[src/rtl/bqm_pkg.sv]
// ----------------------------------------------------------------------------
// bqm_pkg
// Shared types, constants and saturating helpers for the block-quote
// marker scanner.
// ----------------------------------------------------------------------------
package bqm_pkg;

  // field widths
  localparam int CHAR_W   = 8;
  localparam int SCOL_W   = 13;
  localparam int OFF_W    = 2;
  localparam int DEPTH_W  = 8;
  localparam int CNT_W    = 13;
  localparam int COL_W    = 15;
  localparam int IND_W    = 2;

  // limits
  localparam int LINE_MAX  = 4096;
  localparam int COL_MAX   = 32767;
  localparam int DEPTH_MAX = 255;

  // characters of interest
  localparam logic [CHAR_W-1:0] CH_TAB   = 8'd9;
  localparam logic [CHAR_W-1:0] CH_SPACE = 8'd32;
  localparam logic [CHAR_W-1:0] CH_QUOTE = 8'd62;

  // queue between classifier and scan engine
  localparam int QUEUE_DEPTH = 2;
  localparam int QPTR_W      = 1;
  localparam int QCNT_W      = 2;

  // character class
  typedef enum logic [1:0] {
    CLS_OTHER = 2'd0,
    CLS_TAB   = 2'd1,
    CLS_SPACE = 2'd2,
    CLS_QUOTE = 2'd3
  } char_cls_t;

  // classified item handed from front to back
  typedef struct packed {
    char_cls_t           cls;
    logic                first;
    logic                last;
    logic                empty;
    logic [SCOL_W-1:0]   start_column;
    logic [OFF_W-1:0]    start_offset;
    logic [DEPTH_W-1:0]  start_depth;
  } tok_t;

  // column add with saturation, step is at most 4
  function automatic logic [COL_W-1:0] col_add(input logic [COL_W-1:0] col,
                                               input logic [2:0] step);
    logic [COL_W:0] sum;
    sum = {1'b0, col} + {{(COL_W-2){1'b0}}, step};
    if (sum > (COL_W+1)'(COL_MAX)) begin
      col_add = COL_W'(COL_MAX);
    end else begin
      col_add = sum[COL_W-1:0];
    end
  endfunction

  // consumed count increment, saturates at the line limit
  function automatic logic [CNT_W-1:0] cnt_inc(input logic [CNT_W-1:0] cnt);
    if (cnt >= CNT_W'(LINE_MAX)) begin
      cnt_inc = CNT_W'(LINE_MAX);
    end else begin
      cnt_inc = cnt + CNT_W'(1);
    end
  endfunction

  // depth increment, saturates at the top code
  function automatic logic [DEPTH_W-1:0] depth_inc(input logic [DEPTH_W-1:0] d);
    if (d == DEPTH_W'(DEPTH_MAX)) begin
      depth_inc = d;
    end else begin
      depth_inc = d + DEPTH_W'(1);
    end
  endfunction

endpackage

[src/rtl/bqm_front.sv]
// ----------------------------------------------------------------------------
// bqm_front
// Accepts line characters, classifies them and queues them for the scan
// engine in a two-entry queue.
// ----------------------------------------------------------------------------
module bqm_front (
  input  logic                         clk,
  input  logic                         rst_n,
  input  logic                         in_valid,
  output logic                         in_ready,
  input  logic [bqm_pkg::CHAR_W-1:0]   in_character,
  input  logic                         in_is_first,
  input  logic                         in_is_last,
  input  logic                         in_line_empty,
  input  logic [bqm_pkg::SCOL_W-1:0]   in_start_column,
  input  logic [bqm_pkg::OFF_W-1:0]    in_start_offset,
  input  logic [bqm_pkg::DEPTH_W-1:0]  in_start_depth,
  output logic                         tok_valid,
  input  logic                         tok_ready,
  output bqm_pkg::tok_t                tok
);

  bqm_pkg::tok_t                 q_r [bqm_pkg::QUEUE_DEPTH];
  logic [bqm_pkg::QPTR_W-1:0]    wr_ptr_r, wr_ptr_nxt;
  logic [bqm_pkg::QPTR_W-1:0]    rd_ptr_r, rd_ptr_nxt;
  logic [bqm_pkg::QCNT_W-1:0]    cnt_r, cnt_nxt;
  bqm_pkg::tok_t                 tok_in;
  logic                          push;
  logic                          pop;

  // character classification
  always_comb begin
    tok_in.cls = bqm_pkg::CLS_OTHER;
    if (in_character == bqm_pkg::CH_TAB) begin
      tok_in.cls = bqm_pkg::CLS_TAB;
    end else if (in_character == bqm_pkg::CH_SPACE) begin
      tok_in.cls = bqm_pkg::CLS_SPACE;
    end else if (in_character == bqm_pkg::CH_QUOTE) begin
      tok_in.cls = bqm_pkg::CLS_QUOTE;
    end
    tok_in.first        = in_is_first;
    tok_in.last         = in_is_last;
    tok_in.empty        = in_line_empty;
    tok_in.start_column = in_start_column;
    tok_in.start_offset = in_start_offset;
    tok_in.start_depth  = in_start_depth;
  end

  // queue handshakes
  assign in_ready  = (cnt_r != bqm_pkg::QCNT_W'(bqm_pkg::QUEUE_DEPTH));
  assign push      = in_valid & in_ready;
  assign tok_valid = (cnt_r != '0);
  assign pop       = tok_valid & tok_ready;
  assign tok       = q_r[rd_ptr_r];

  // pointer and fill count update
  always_comb begin
    wr_ptr_nxt = push ? wr_ptr_r + bqm_pkg::QPTR_W'(1) : wr_ptr_r;
    rd_ptr_nxt = pop  ? rd_ptr_r + bqm_pkg::QPTR_W'(1) : rd_ptr_r;
    cnt_nxt    = cnt_r;
    if (push && !pop) begin
      cnt_nxt = cnt_r + bqm_pkg::QCNT_W'(1);
    end else if (pop && !push) begin
      cnt_nxt = cnt_r - bqm_pkg::QCNT_W'(1);
    end
  end

  always_ff @(posedge clk) begin
    if (!rst_n) begin
      wr_ptr_r <= '0;
      rd_ptr_r <= '0;
      cnt_r    <= '0;
    end else begin
      wr_ptr_r <= wr_ptr_nxt;
      rd_ptr_r <= rd_ptr_nxt;
      cnt_r    <= cnt_nxt;
    end
  end

  // queue storage
  always_ff @(posedge clk) begin
    if (push) begin
      q_r[wr_ptr_r] <= tok_in;
    end
  end

endmodule

[src/rtl/bqm_back.sv]
// ----------------------------------------------------------------------------
// bqm_back
// Scan engine: walks classified characters, tracks column, depth, indent
// and the backup point, and holds the line result in an output register.
// ----------------------------------------------------------------------------
module bqm_back (
  input  logic                         clk,
  input  logic                         rst_n,
  input  logic                         tok_valid,
  output logic                         tok_ready,
  input  bqm_pkg::tok_t                tok,
  output logic                         out_valid,
  input  logic                         out_ready,
  output logic                         out_matched,
  output logic [bqm_pkg::CNT_W-1:0]    out_consumed,
  output logic [bqm_pkg::COL_W-1:0]    out_column,
  output logic [bqm_pkg::OFF_W-1:0]    out_tab_remainder,
  output logic [bqm_pkg::DEPTH_W-1:0]  out_depth,
  output logic [bqm_pkg::IND_W-1:0]    out_indent
);

  // scan state; indent is held biased by one (0 means -1)
  logic                          scan_r,      scan_nxt;
  logic [bqm_pkg::CNT_W-1:0]     cnt_r,       cnt_nxt;
  logic [bqm_pkg::COL_W-1:0]     col_r,       col_nxt;
  logic [bqm_pkg::DEPTH_W-1:0]   depth_r,     depth_nxt;
  logic [2:0]                    ind_r,       ind_nxt;
  logic [bqm_pkg::CNT_W-1:0]     sv_cnt_r,    sv_cnt_nxt;
  logic [bqm_pkg::COL_W-1:0]     sv_col_r,    sv_col_nxt;
  logic                          sv_tab_r,    sv_tab_nxt;
  logic                          await_r,     await_nxt;

  // output register
  logic                          ov_r,        ov_nxt;
  logic                          o_match_r;
  logic [bqm_pkg::CNT_W-1:0]     o_cnt_r;
  logic [bqm_pkg::COL_W-1:0]     o_col_r;
  logic [bqm_pkg::OFF_W-1:0]     o_off_r;
  logic [bqm_pkg::DEPTH_W-1:0]   o_depth_r;
  logic [bqm_pkg::IND_W-1:0]     o_ind_r;

  // result of the current step
  logic                          emit;
  logic                          e_match;
  logic [bqm_pkg::CNT_W-1:0]     e_cnt;
  logic [bqm_pkg::COL_W-1:0]     e_col;
  logic [bqm_pkg::OFF_W-1:0]     e_off;
  logic [bqm_pkg::DEPTH_W-1:0]   e_depth;
  logic [bqm_pkg::IND_W-1:0]     e_ind;

  logic                          pop;
  logic                          tab_now;
  logic [2:0]                    step;
  logic [3:0]                    ind_sum;
  logic [bqm_pkg::COL_W-1:0]     col_first;

  // take a character when the output register can hold a result
  assign tok_ready = !ov_r || out_ready;
  assign pop       = tok_valid && tok_ready;

  // per-character scan step
  always_comb begin
    scan_nxt   = scan_r;
    cnt_nxt    = cnt_r;
    col_nxt    = col_r;
    depth_nxt  = depth_r;
    ind_nxt    = ind_r;
    sv_cnt_nxt = sv_cnt_r;
    sv_col_nxt = sv_col_r;
    sv_tab_nxt = sv_tab_r;
    await_nxt  = await_r;

    emit    = 1'b0;
    e_match = 1'b1;
    e_cnt   = cnt_r;
    e_col   = col_r;
    e_off   = '0;
    e_depth = depth_r;
    e_ind   = (ind_r == 3'd0) ? '0 : bqm_pkg::IND_W'(ind_r - 3'd1);

    tab_now   = await_r ? (tok.cls == bqm_pkg::CLS_TAB) : sv_tab_r;
    step      = (tok.cls == bqm_pkg::CLS_TAB) ? 3'd4 - {1'b0, col_r[1:0]} : 3'd1;
    ind_sum   = {1'b0, ind_r} + {1'b0, step};
    col_first = bqm_pkg::COL_W'(tok.start_column) + bqm_pkg::COL_W'(tok.start_offset)
                + bqm_pkg::COL_W'(1);

    if (tok.first) begin
      // start of scan: either no marker, or the first marker
      if (tok.empty || tok.cls != bqm_pkg::CLS_QUOTE) begin
        emit     = 1'b1;
        e_match  = 1'b0;
        e_cnt    = '0;
        e_col    = bqm_pkg::COL_W'(tok.start_column);
        e_off    = tok.start_offset;
        e_depth  = tok.start_depth;
        e_ind    = '0;
        scan_nxt = 1'b0;
      end else begin
        scan_nxt   = !tok.last;
        cnt_nxt    = bqm_pkg::CNT_W'(1);
        col_nxt    = col_first;
        depth_nxt  = bqm_pkg::depth_inc(tok.start_depth);
        ind_nxt    = 3'd1;
        sv_cnt_nxt = bqm_pkg::CNT_W'(1);
        sv_col_nxt = col_first;
        sv_tab_nxt = 1'b0;
        await_nxt  = 1'b1;
        emit       = tok.last;
        e_cnt      = bqm_pkg::CNT_W'(1);
        e_col      = col_first;
        e_depth    = bqm_pkg::depth_inc(tok.start_depth);
        e_ind      = '0;
      end
    end else if (scan_r) begin
      if (tok.empty) begin
        emit     = 1'b1;
        scan_nxt = 1'b0;
      end else begin
        sv_tab_nxt = tab_now;
        await_nxt  = 1'b0;
        unique case (tok.cls)
          bqm_pkg::CLS_TAB, bqm_pkg::CLS_SPACE: begin
            if (ind_sum > 4'd4) begin
              // indent too deep: back up to just after the latest marker
              emit     = 1'b1;
              scan_nxt = 1'b0;
              e_off    = tab_now ? 2'd3 - sv_col_r[1:0] : '0;
              e_col    = bqm_pkg::col_add(sv_col_r, 3'd1);
              e_cnt    = bqm_pkg::cnt_inc(sv_cnt_r);
              e_ind    = '0;
            end else begin
              cnt_nxt  = bqm_pkg::cnt_inc(cnt_r);
              col_nxt  = bqm_pkg::col_add(col_r, step);
              ind_nxt  = ind_sum[2:0];
              emit     = tok.last;
              scan_nxt = !tok.last;
              e_cnt    = cnt_nxt;
              e_col    = col_nxt;
              e_ind    = bqm_pkg::IND_W'(ind_sum[2:0] - 3'd1);
            end
          end
          bqm_pkg::CLS_QUOTE: begin
            cnt_nxt    = bqm_pkg::cnt_inc(cnt_r);
            col_nxt    = bqm_pkg::col_add(col_r, 3'd1);
            depth_nxt  = bqm_pkg::depth_inc(depth_r);
            ind_nxt    = 3'd0;
            sv_cnt_nxt = cnt_nxt;
            sv_col_nxt = col_nxt;
            await_nxt  = 1'b1;
            emit       = tok.last;
            scan_nxt   = !tok.last;
            e_cnt      = cnt_nxt;
            e_col      = col_nxt;
            e_depth    = depth_nxt;
            e_ind      = '0;
          end
          bqm_pkg::CLS_OTHER: begin
            emit     = 1'b1;
            scan_nxt = 1'b0;
          end
          default: begin
            emit     = 1'b1;
            scan_nxt = 1'b0;
          end
        endcase
      end
    end
  end

  // output register valid
  always_comb begin
    ov_nxt = ov_r;
    if (pop && emit) begin
      ov_nxt = 1'b1;
    end else if (out_ready) begin
      ov_nxt = 1'b0;
    end
  end

  // control state
  always_ff @(posedge clk) begin
    if (!rst_n) begin
      scan_r <= 1'b0;
      ov_r   <= 1'b0;
    end else begin
      ov_r <= ov_nxt;
      if (pop) begin
        scan_r <= scan_nxt;
      end
    end
  end

  // scan datapath
  always_ff @(posedge clk) begin
    if (pop) begin
      cnt_r    <= cnt_nxt;
      col_r    <= col_nxt;
      depth_r  <= depth_nxt;
      ind_r    <= ind_nxt;
      sv_cnt_r <= sv_cnt_nxt;
      sv_col_r <= sv_col_nxt;
      sv_tab_r <= sv_tab_nxt;
      await_r  <= await_nxt;
    end
  end

  // result payload
  always_ff @(posedge clk) begin
    if (pop && emit) begin
      o_match_r <= e_match;
      o_cnt_r   <= e_cnt;
      o_col_r   <= e_col;
      o_off_r   <= e_off;
      o_depth_r <= e_depth;
      o_ind_r   <= e_ind;
    end
  end

  assign out_valid         = ov_r;
  assign out_matched       = o_match_r;
  assign out_consumed      = o_cnt_r;
  assign out_column        = o_col_r;
  assign out_tab_remainder = o_off_r;
  assign out_depth         = o_depth_r;
  assign out_indent        = o_ind_r;

endmodule

[src/rtl/block_quote_marker_scanner.sv]
// ----------------------------------------------------------------------------
// block_quote_marker_scanner
// Scans one text line, a character per transfer, for a block-quote prefix
// and returns one result per line.
//
//   channel  direction  ports                      transfer
//   in_      input      in_valid / in_ready        one line character
//   out_     output     out_valid / out_ready      one result per line
//
// One character per cycle sustained while no result waits on out_ready; the
// result is registered when the scan engine takes the completing character.
// A two-entry queue separates the classifier from the scan engine, and the
// result sits in an output register; while a result waits on out_ready the
// scan engine halts, the queue takes at most two more characters and then
// in_ready drops.
// Reset (rst_n low, synchronous) empties the queue, drops any scan in
// progress and clears the output valid.
// ----------------------------------------------------------------------------
module block_quote_marker_scanner (
  input  logic                         clk,
  input  logic                         rst_n,
  input  logic                         in_valid,
  output logic                         in_ready,
  input  logic [bqm_pkg::CHAR_W-1:0]   in_character,
  input  logic                         in_is_first,
  input  logic                         in_is_last,
  input  logic                         in_line_empty,
  input  logic [bqm_pkg::SCOL_W-1:0]   in_start_column,
  input  logic [bqm_pkg::OFF_W-1:0]    in_start_offset,
  input  logic [bqm_pkg::DEPTH_W-1:0]  in_start_depth,
  output logic                         out_valid,
  input  logic                         out_ready,
  output logic                         out_matched,
  output logic [bqm_pkg::CNT_W-1:0]    out_consumed,
  output logic [bqm_pkg::COL_W-1:0]    out_column,
  output logic [bqm_pkg::OFF_W-1:0]    out_tab_remainder,
  output logic [bqm_pkg::DEPTH_W-1:0]  out_depth,
  output logic [bqm_pkg::IND_W-1:0]    out_indent
);

  logic           tok_valid;
  logic           tok_ready;
  bqm_pkg::tok_t  tok;

  // classifier and queue
  bqm_front u_front (
    .clk             (clk),
    .rst_n           (rst_n),
    .in_valid        (in_valid),
    .in_ready        (in_ready),
    .in_character    (in_character),
    .in_is_first     (in_is_first),
    .in_is_last      (in_is_last),
    .in_line_empty   (in_line_empty),
    .in_start_column (in_start_column),
    .in_start_offset (in_start_offset),
    .in_start_depth  (in_start_depth),
    .tok_valid       (tok_valid),
    .tok_ready       (tok_ready),
    .tok             (tok)
  );

  // scan engine and result register
  bqm_back u_back (
    .clk               (clk),
    .rst_n             (rst_n),
    .tok_valid         (tok_valid),
    .tok_ready         (tok_ready),
    .tok               (tok),
    .out_valid         (out_valid),
    .out_ready         (out_ready),
    .out_matched       (out_matched),
    .out_consumed      (out_consumed),
    .out_column        (out_column),
    .out_tab_remainder (out_tab_remainder),
    .out_depth         (out_depth),
    .out_indent        (out_indent)
  );

endmodule

[config.mk]
export PLATFORM = sky130hd
export DESIGN_NAME = block_quote_marker_scanner
export DESIGN_NICKNAME = d
export VERILOG_FILES = /design/src/rtl/bqm_pkg.sv /design/src/rtl/bqm_front.sv /design/src/rtl/bqm_back.sv /design/src/rtl/block_quote_marker_scanner.sv
export SDC_FILE = /design/constraint.sdc
export NUM_CORES = 1
export LEC_CHECK = 0
export BUFFER_PORTS_ARGS = -buffer_cell sky130_fd_sc_hd__buf_2
export CAP_MARGIN = 20
export CORE_MARGIN = 1
export CORE_UTILIZATION = 60
export CTS_CLUSTER_SIZE = 24
export DETAILED_ROUTE_END_ITERATION = 6
export PLACE_DENSITY = 0.83
export SYNTH_ARGS = -nofsm -noshare
export SYNTH_HDL_FRONTEND = slang
export SYNTH_SLANG_ARGS = --single-unit
export TNS_END_PERCENT = 50
[constraint.sdc]
create_clock -name clk -period 7.89 [get_ports clk]
set_input_delay 0.789 -clock clk [delete_from_list [all_inputs] [get_ports clk]]
set_output_delay 0.789 -clock clk [all_outputs]
set_load 0.02 [all_outputs]
==> results of run 1 <==
[flip-flops by register name, indices dropped and copies added (netlist names), 3 cells and up, named ones only]
name                 flops
u_back.sv_col_r         15
u_back.ind_r             3
u_front.q_r             56
u_back.out_depth         8
u_back.cnt_r            13
u_back.col_r            15
u_back.depth_r           8
u_back.out_column       15
u_back.sv_cnt_r         13
u_back.out_consumed     13
[worst paths after layout]
path                            slack [ns]        startpoint  cells past startpoint                     to
worst max-delay path                  2.74              flop                     15  u_back.out_column[10]
worst min-delay path                  0.52  u_front.cnt_r[1]                      2       u_front.cnt_r[1]
worst max register to register        2.74              flop                     15  u_back.out_column[10]
worst min register to register        0.52  u_front.cnt_r[1]                      2       u_front.cnt_r[1]
[layout by cell type, fill, tap and decap left out, drive strengths merged, types with 5 or more instances in the layout]
cell    synthesis  layout
buf            21      91
nor3           28      28
clkinv          2       9
dfxtp           7       7
or3             6       6
nand2          90      90
nor2           79      79
edfxtp        166     166
nand2b         13      13
inv            23      24
a21o            5       5
o22ai          11      11
a21oi          48      48
and2           12      12
xor2           30      30
o221ai         15      15
nand3          41      41
o21ai          73      73
and4            8       8
and3           14      14
a31oi          15      15
xnor2          47      47
nor2b          11      11
clkbuf         33      21
nand4          22      22
ha             21      21
nor4            6       6
a211oi         11      11
nor4b           6       6
mux2i          37      37
mux2           19      19
o21a            7       7
[kinds of logic (layout without fill, tap and decap cells)]
group,after synthesis,count (layout),synth area share [%]
and+or+nand+nor,350,350,17.29
DFF,173,173,49.36
muxes,56,56,5.784
buffers and inverters,79,148,3.181
AOI/OAI and AO/OA,235,235,14.80
xor gates and xnor gates,77,77,6.567
adders and majority gates,24,24,3.024
[power groups by stage]
stage | registers [W] | logic (W) | clock network, W
2_1_floorplan | 0.00147 | 0.00112 | 0
3_3_place_gp | 0.00142 | 0.00156 | 0
3_5_place_dp | 0.00143 | 0.00160 | 0
4_1_cts | 0.00141 | 0.00161 | 0.000835
5_1_grt | 0.00143 | 0.00178 | 0.000865
6_report | 0.00141 | 0.00165 | 0.000826
[worst register-to-register path: cells and delay by family (launching register included)]
family	cells	cell delay, ns
AO/OA/AOI/OAI	5	1.47
adder cells (fa/ha/maj)	4	1.33
AND/OR/NAND/NOR	3	0.81
buffers and inverters	2	0.55
multiplexers	1	0.39
flip-flops	1	0.31
[stage by stage]
stage	setup slack, ns	util [%]
final	2.739	68.70
after global routing	2.547	68.70
after CTS	2.843	68.66
after detailed placement	2.851	65.26
after global placement	3.053	65.26
after floorplan	1.623	-
[cell type report]
cell class	count	area [um^2]	area share, %
flip-flops and latches	173	5126	44.52
multi-input cells	742	4967	43.14
well taps	220	275.3	2.391
inverters	25	93.84	0.8150
repair buffers	91	483.0	4.194
clock inverters	11	118.9	1.032
clock buffers	21	450.4	3.912
[metal layers]
metal,GRT usage [%],share of wire (%),up-vias
met4,9.785,2.0,0
met5,0,0,-
met2,45.54,47,449
li1,-,-,3855
met3,5.518,8.9,47
met1,39.28,42,3853
==> run metrics, run 1 <==
clk slew on worst S/H paths ~0.070 ns; Die W 133.6 um; die height ~130 um; Logic pwr share around 43%; CP Capture Type flop; Core Region between 0.015 and 0.02 mm^2; outcome finished clean; Clk pwr share 21.2%; Post-synth EDFFs about 170; Hold Fails Final Rpt 0; hold slack roughly 0.52 ns; CP max FO 46; Final Setup Violations 0; clk sink count 173; ys async rst share 0%; Placed Instance Area 0.01094 mm^2; gpl congestion ~0.9; largest net degree at the start of global routing 70; ys flop type edfxtp_1; CP cell instances buf_4 -> mux2i_1 -> ha_1 -> nand2_1 -> ha_1 -> inv_1 -> fa_1 -> ha_1 -> nor2b_1 -> o31ai_1 -> a21oi_1 -> nand2_1 -> o221a_2 -> o22ai_1 -> o22ai_1; worst path required time around 8 ns; Yosys top cell by area edfxtp_1; Root Driver clkbuf_16; port bufs 80; row cnt 47; CP bufs+invs 2; post-route cell area ~0.012 mm^2; Setup Fix Bufs, Post-CTS 0; Syn-to-layout area delta 10.89%; min Tclk post-route 5.151 ns; Slew HR roughly 36%; FILL cells about 1.3k; Via density approximately 6.4; CP top delay family compound AO/OA/AOI/OAI gates; Finished Layout Cells between 1k and 1.5k; GRT Total Usage 28.60%; Post-Route Skew about 0.011 ns; Final Cycle Share 65.29%; final net count around 1.1k; final wirelength about 25,000 um; sw frac around 40%; Mean Syn Cell Area around 10 um^2; Max Clock Freq ~0.19 GHz; Startpoint Class flop; sequential fraction of the synthesis area just under 50%; Power Density approximately 340 mW/mm^2; Worst Path Arrival between 5 and 6 ns; WS Path Type reg2reg; clock latency on the worst-skew pair 0.43 ns; register share of total power between 30 and 40%; critical path's slowest cell a21oi_1; Detailed Routing Iterations Pass 1 6; YS warnings 0; largest stage delay on the critical path 0.65 ns; WL per Instance 19.29 um; CTS tree done; first-pass GRT wire length around 40,000 um; Worst IR Drop VDD approximately 190 uV; Placed Cells around 1.3k; total power 0.003890 W; Worst Hold Class reg2reg; post-CTS sizing 0; P_int 0.002330 W; Slew Limit Fails 0; Yosys top cell area share roughly half; Max Root-Sink Buffers 2; RSZ-0062 raised after global routing false; Post-Syn Nets approximately 1.1k; largest cells by area after synthesis edfxtp_1, xnor2_1, mux2i_1, o21ai_0, nand2_1; Net Switching about 0.0016 W; DPL Wire Length about 17,000 um; Tightest Pin Transition ~0.96 ns; Vias between 8k and 9k; FF+latch count, synth between 150 and 200; Mapped Cells ~1,000; Inserted Diodes 0; crit-path most repeated cell ha_1; total of max-cap violations 0; gr ovfl total 0; Fin Setup TNS 0 ns; Starting Density between 60% and 70%; Top Ports 81; htree depth 4; initial drt markers 1,022; leakage power roughly 4.1 nW; ratio of cells with drive above 1 in the final layout around 16%; Synth Cell Area 0.01038 mm^2; cts-stage hold buffer count 0; Post-synth top cells edfxtp_1, nand2_1, nor2_1; antenna violations before repair 0; drt drc 0; vias in the first global route around 7.7k; Die Area approximately 0.018 mm^2; total CTS buffers 17; most common cell in the netlist edfxtp_1; Antenna Nets Post-Route 0; Yosys cell types 86
(Power assumes the default switching activity.)
==> run 2, diff against run 1 <==
Settings changed: ABC_AREA from default to 1, CORE_UTILIZATION 60 to 55, PLACE_DENSITY 0.83 to 0.8.
Clock period 7.89 ns to 4.2 ns, I/O delays scaled along.
==> run 2 against run 1 <==
Compared with the run above:
- total power up 140%
- setup slack worse by 2.3 ns
- clock skew up 0.0026 ns
- global-route usage up 1.4 points
- utilization down 4.8 points
- die area up 12%
- routed wire length up 16%
- highest routed layer unchanged
- clock power up 100%
==> run metrics, run 2 <==
Synth Cell Area 0.01070 mm^2 (+3.1%); Max Clock Freq 0.2646 GHz (+36%); Max Root-Sink Buffers 2 (unchanged); GRT Total Usage 30.04% (+1.4 points); Post-Syn Nets 1,357 (+29%); WL per Instance 17.44 um (-9.6%); post-route cell area 0.01208 mm^2 (+4.9%); P_int 0.004886 W (+110%); total CTS buffers 17 (unchanged); worst slack, placed 0.4910 ns (-2.360 ns); Die Area 0.02002 mm^2 (+12%); Mapped Cells 1,296 (+30%); ys async rst share 0% (unchanged); first-pass GRT wire length 45,770 um (+15%); most common cell in the netlist nand2_1; Yosys top cell by area edfxtp_1; sequential fraction of the synthesis area 47.89% (-1.5 points); RSZ-0062 raised after global routing false; WS Path Type reg2reg; Final Cycle Share 89.99% (+25 points); die height 141.5 um (+5.9%); Yosys top cell area share 46.58% (-1.4 points); cts-stage hold buffer count 0 (unchanged); CP top delay family simple AND/OR/NAND/NOR gates; Inserted Diodes 0 (unchanged); Worst Path Arrival 3.96 ns (-1.34 ns); CP Capture Type flop; Core Region 0.01889 mm^2 (+13%); initial drt markers 1,250 (+22%); drt drc 0 (unchanged); Power Density 770.5 mW/mm^2 (+130%); htree depth 4 (unchanged); Vias 9,469 (+15%); WP depth 20 (+5); gpl congestion 1.003 (+11%); Setup Fix Bufs, Post-CTS 0 (unchanged); Root Driver clkbuf_16; final net count 1,437 (+29%); Final WS setup 0.4204 ns (-2.318 ns); most frequent cells in the layout nand2_1, edfxtp_1, inv_1, nor2_1, nand3_1; Net Switching 0.004421 W (+180%); leakage power 5.108 nW (+25%); ratio of cells with drive above 1 in the final layout 16.70% (+0.62 points); port bufs 80 (unchanged); clk sink count 173 (unchanged); Startpoint Class flop; Via density 5.742 (-10%); register share of total power 31.4% (-4.9 points); Slew Limit Fails 0 (unchanged); row cnt 50 (+6.4%); largest stage delay on the critical path 0.41 ns (-0.24 ns); Detailed Routing Iterations Pass 1 6 (unchanged); vias in the first global route 8,750 (+14%); Starting Density 56.64% (-5.3 points); CP bufs+invs 4 (+2); final wirelength 28,760 um (+16%); Top reg by flops u_front.q_r; sw frac 47.50% (+7.4 points); most common cell after layout, fill and taps aside nand2_1; Syn-to-layout area delta 12.88%; Final Setup Violations 0 (unchanged); largest net degree at the start of global routing 41 (-41%); Worst IR Drop VDD 395.8 uV (+110%); Hold Fails Final Rpt 0 (unchanged); max reg flops 56 (unchanged); DPL Wire Length 20,910 um (+25%); FILL cells 1,599 (+25%); FF+latch count, synth 173 (unchanged); Yosys cell types 54 (-37%); Tightest Pin Transition 0.7094 ns (-0.2484 ns); largest cells by area after synthesis edfxtp_1, nand2_1, inv_1, nand3_1, nor2_1; Slew HR 52.53% (+17 points); Logic pwr share 50.7% (+8.2 points); CP cell instances inv_8 -> or2_2 -> o21ai_2 -> ha_2 -> nand2_4 -> ha_4 -> inv_2 -> fa_1 -> ha_2 -> nand3b_1 -> nand2_2 -> nand2_1 -> inv_2 -> nand2_1 -> nand2_1 -> inv_1 -> nand2_1 -> nand2_1 -> nand2_1 -> nand3_1; min Tclk post-route 3.780 ns (-1.372 ns); WHS Path Cells 1 (-1); CTS tree done; Mean Syn Cell Area 8.257 um^2 (-21%); YS warnings 0 (unchanged); clock latency on the worst-skew pair 0.44 ns (about the same); hold slack 0.1592 ns (-0.3641 ns); post-CTS sizing 0 (unchanged); Hold Crit Start in_start_column[7]; Post-synth EDFFs 166 (unchanged); gr ovfl total 0 (unchanged); Placed Instance Area 0.01145 mm^2 (+4.7%); critical path's slowest cell fa_1; Post-Route Skew 0.01395 ns (+0.002587 ns); ys flop type edfxtp_1; Worst Hold Class in2reg; Antenna Nets Post-Route 0 (unchanged); outcome finished clean; total of max-cap violations 0 (unchanged); R2R depth 20 (+5); Post-synth top cells nand2_1, edfxtp_1, inv_1; Die W 141.5 um (+5.9%); clk slew on worst S/H paths 0.08 ns (about the same); Top Ports 81 (unchanged); CP max FO 27 (-41%); Clk pwr share 17.8% (-3.4 points); crit-path most repeated cell nand2_1; antenna violations before repair 0 (unchanged); worst path required time 4.39 ns (-3.65 ns); Fin Setup TNS 0 ns (unchanged)
==> run 2: cell count changes after synthesis, moves of 14 or more <==
cell      change
inv_1       +118
a21oi_1      +15
nand2_1     +241
clkbuf_1     -17
and3_1       -14
mux2i_1      -35
nor2_1       +39
nand2_2      +21
mux2_2       -19
nand3_1      +62
xnor2_1      -41
==> run 2: routing by layer <==
metal	GRT usage, %	share of wire (%)
met1	41.29	42
met2	48.12	46
met3	4.826	8.9
met4	11.26	2.6
met5	0	0
==> run 2: worst paths after layout <==
| path | endpoint | slack, ns |
|---|---|---|
| setup reg to reg | u_back.out_column[12] | 0.42 |
| hold reg to reg | flop | 0.47 |
| hold / removal | u_front.q_r[1][17] | 0.16 |
| setup / recovery | u_back.out_column[12] | 0.42 |
==> run 2: cell families (layout without fill, tap and decap cells) <==
logic type               after synthesis  count (layout)  synth area share [%]
AO/OA/AOI/OAI                        209             209                 11.32
XOR/XNOR                              28              28                 2.292
adder cells (fa/ha/maj)               23              23                 2.829
buffers and inverters                195             288                 7.518
flip-flops                           173             173                 47.89
AND/OR/NAND/NOR                      668             668                 28.15
==> run 2: final cells by class <==
cell class                 instances  area, um^2  share of cell area [%]
clock buffer                      17       425.4                   3.522
tap                              260       325.3                   2.693
timing repair buffer             100       563.0                   4.661
sequential                       173        5126                   42.43
clock inverter                    15       200.2                   1.657
multi-input combinational        928        4846                   40.11
inverter                         156       594.3                   4.920
==> run 2: worst reg2reg max path: cells and delay by family, from the launching register on <==
family	cells	cell delay [ns]
AO/OA/AOI/OAI	1	0.09
flip-flops	1	0.40
AND/OR/NAND/NOR	11	1.45
adder cells (fa/ha/maj)	4	1.14
buffers and inverters	4	0.44
==> run 2: power groups by stage <==
stage	registers (W)	clock network, W	logic (W)
finish	0.00293	0.00166	0.00472
global route	0.00297	0.00174	0.00516
CTS	0.00292	0.00167	0.00462
detailed placement	0.00295	0	0.00460
global placement	0.00295	0	0.00448
floorplan	0.00313	0	0.00308
==> run 2: stage by stage <==
step	std cells	power [W]	util, %
after floorplan	1296	0.006211	-
after global placement	1617	0.007424	60.63
after detailed placement	1617	0.007553	60.63
after CTS	1649	0.009218	63.94
after global routing	1649	0.009870	63.94
final	1649	0.009308	63.94
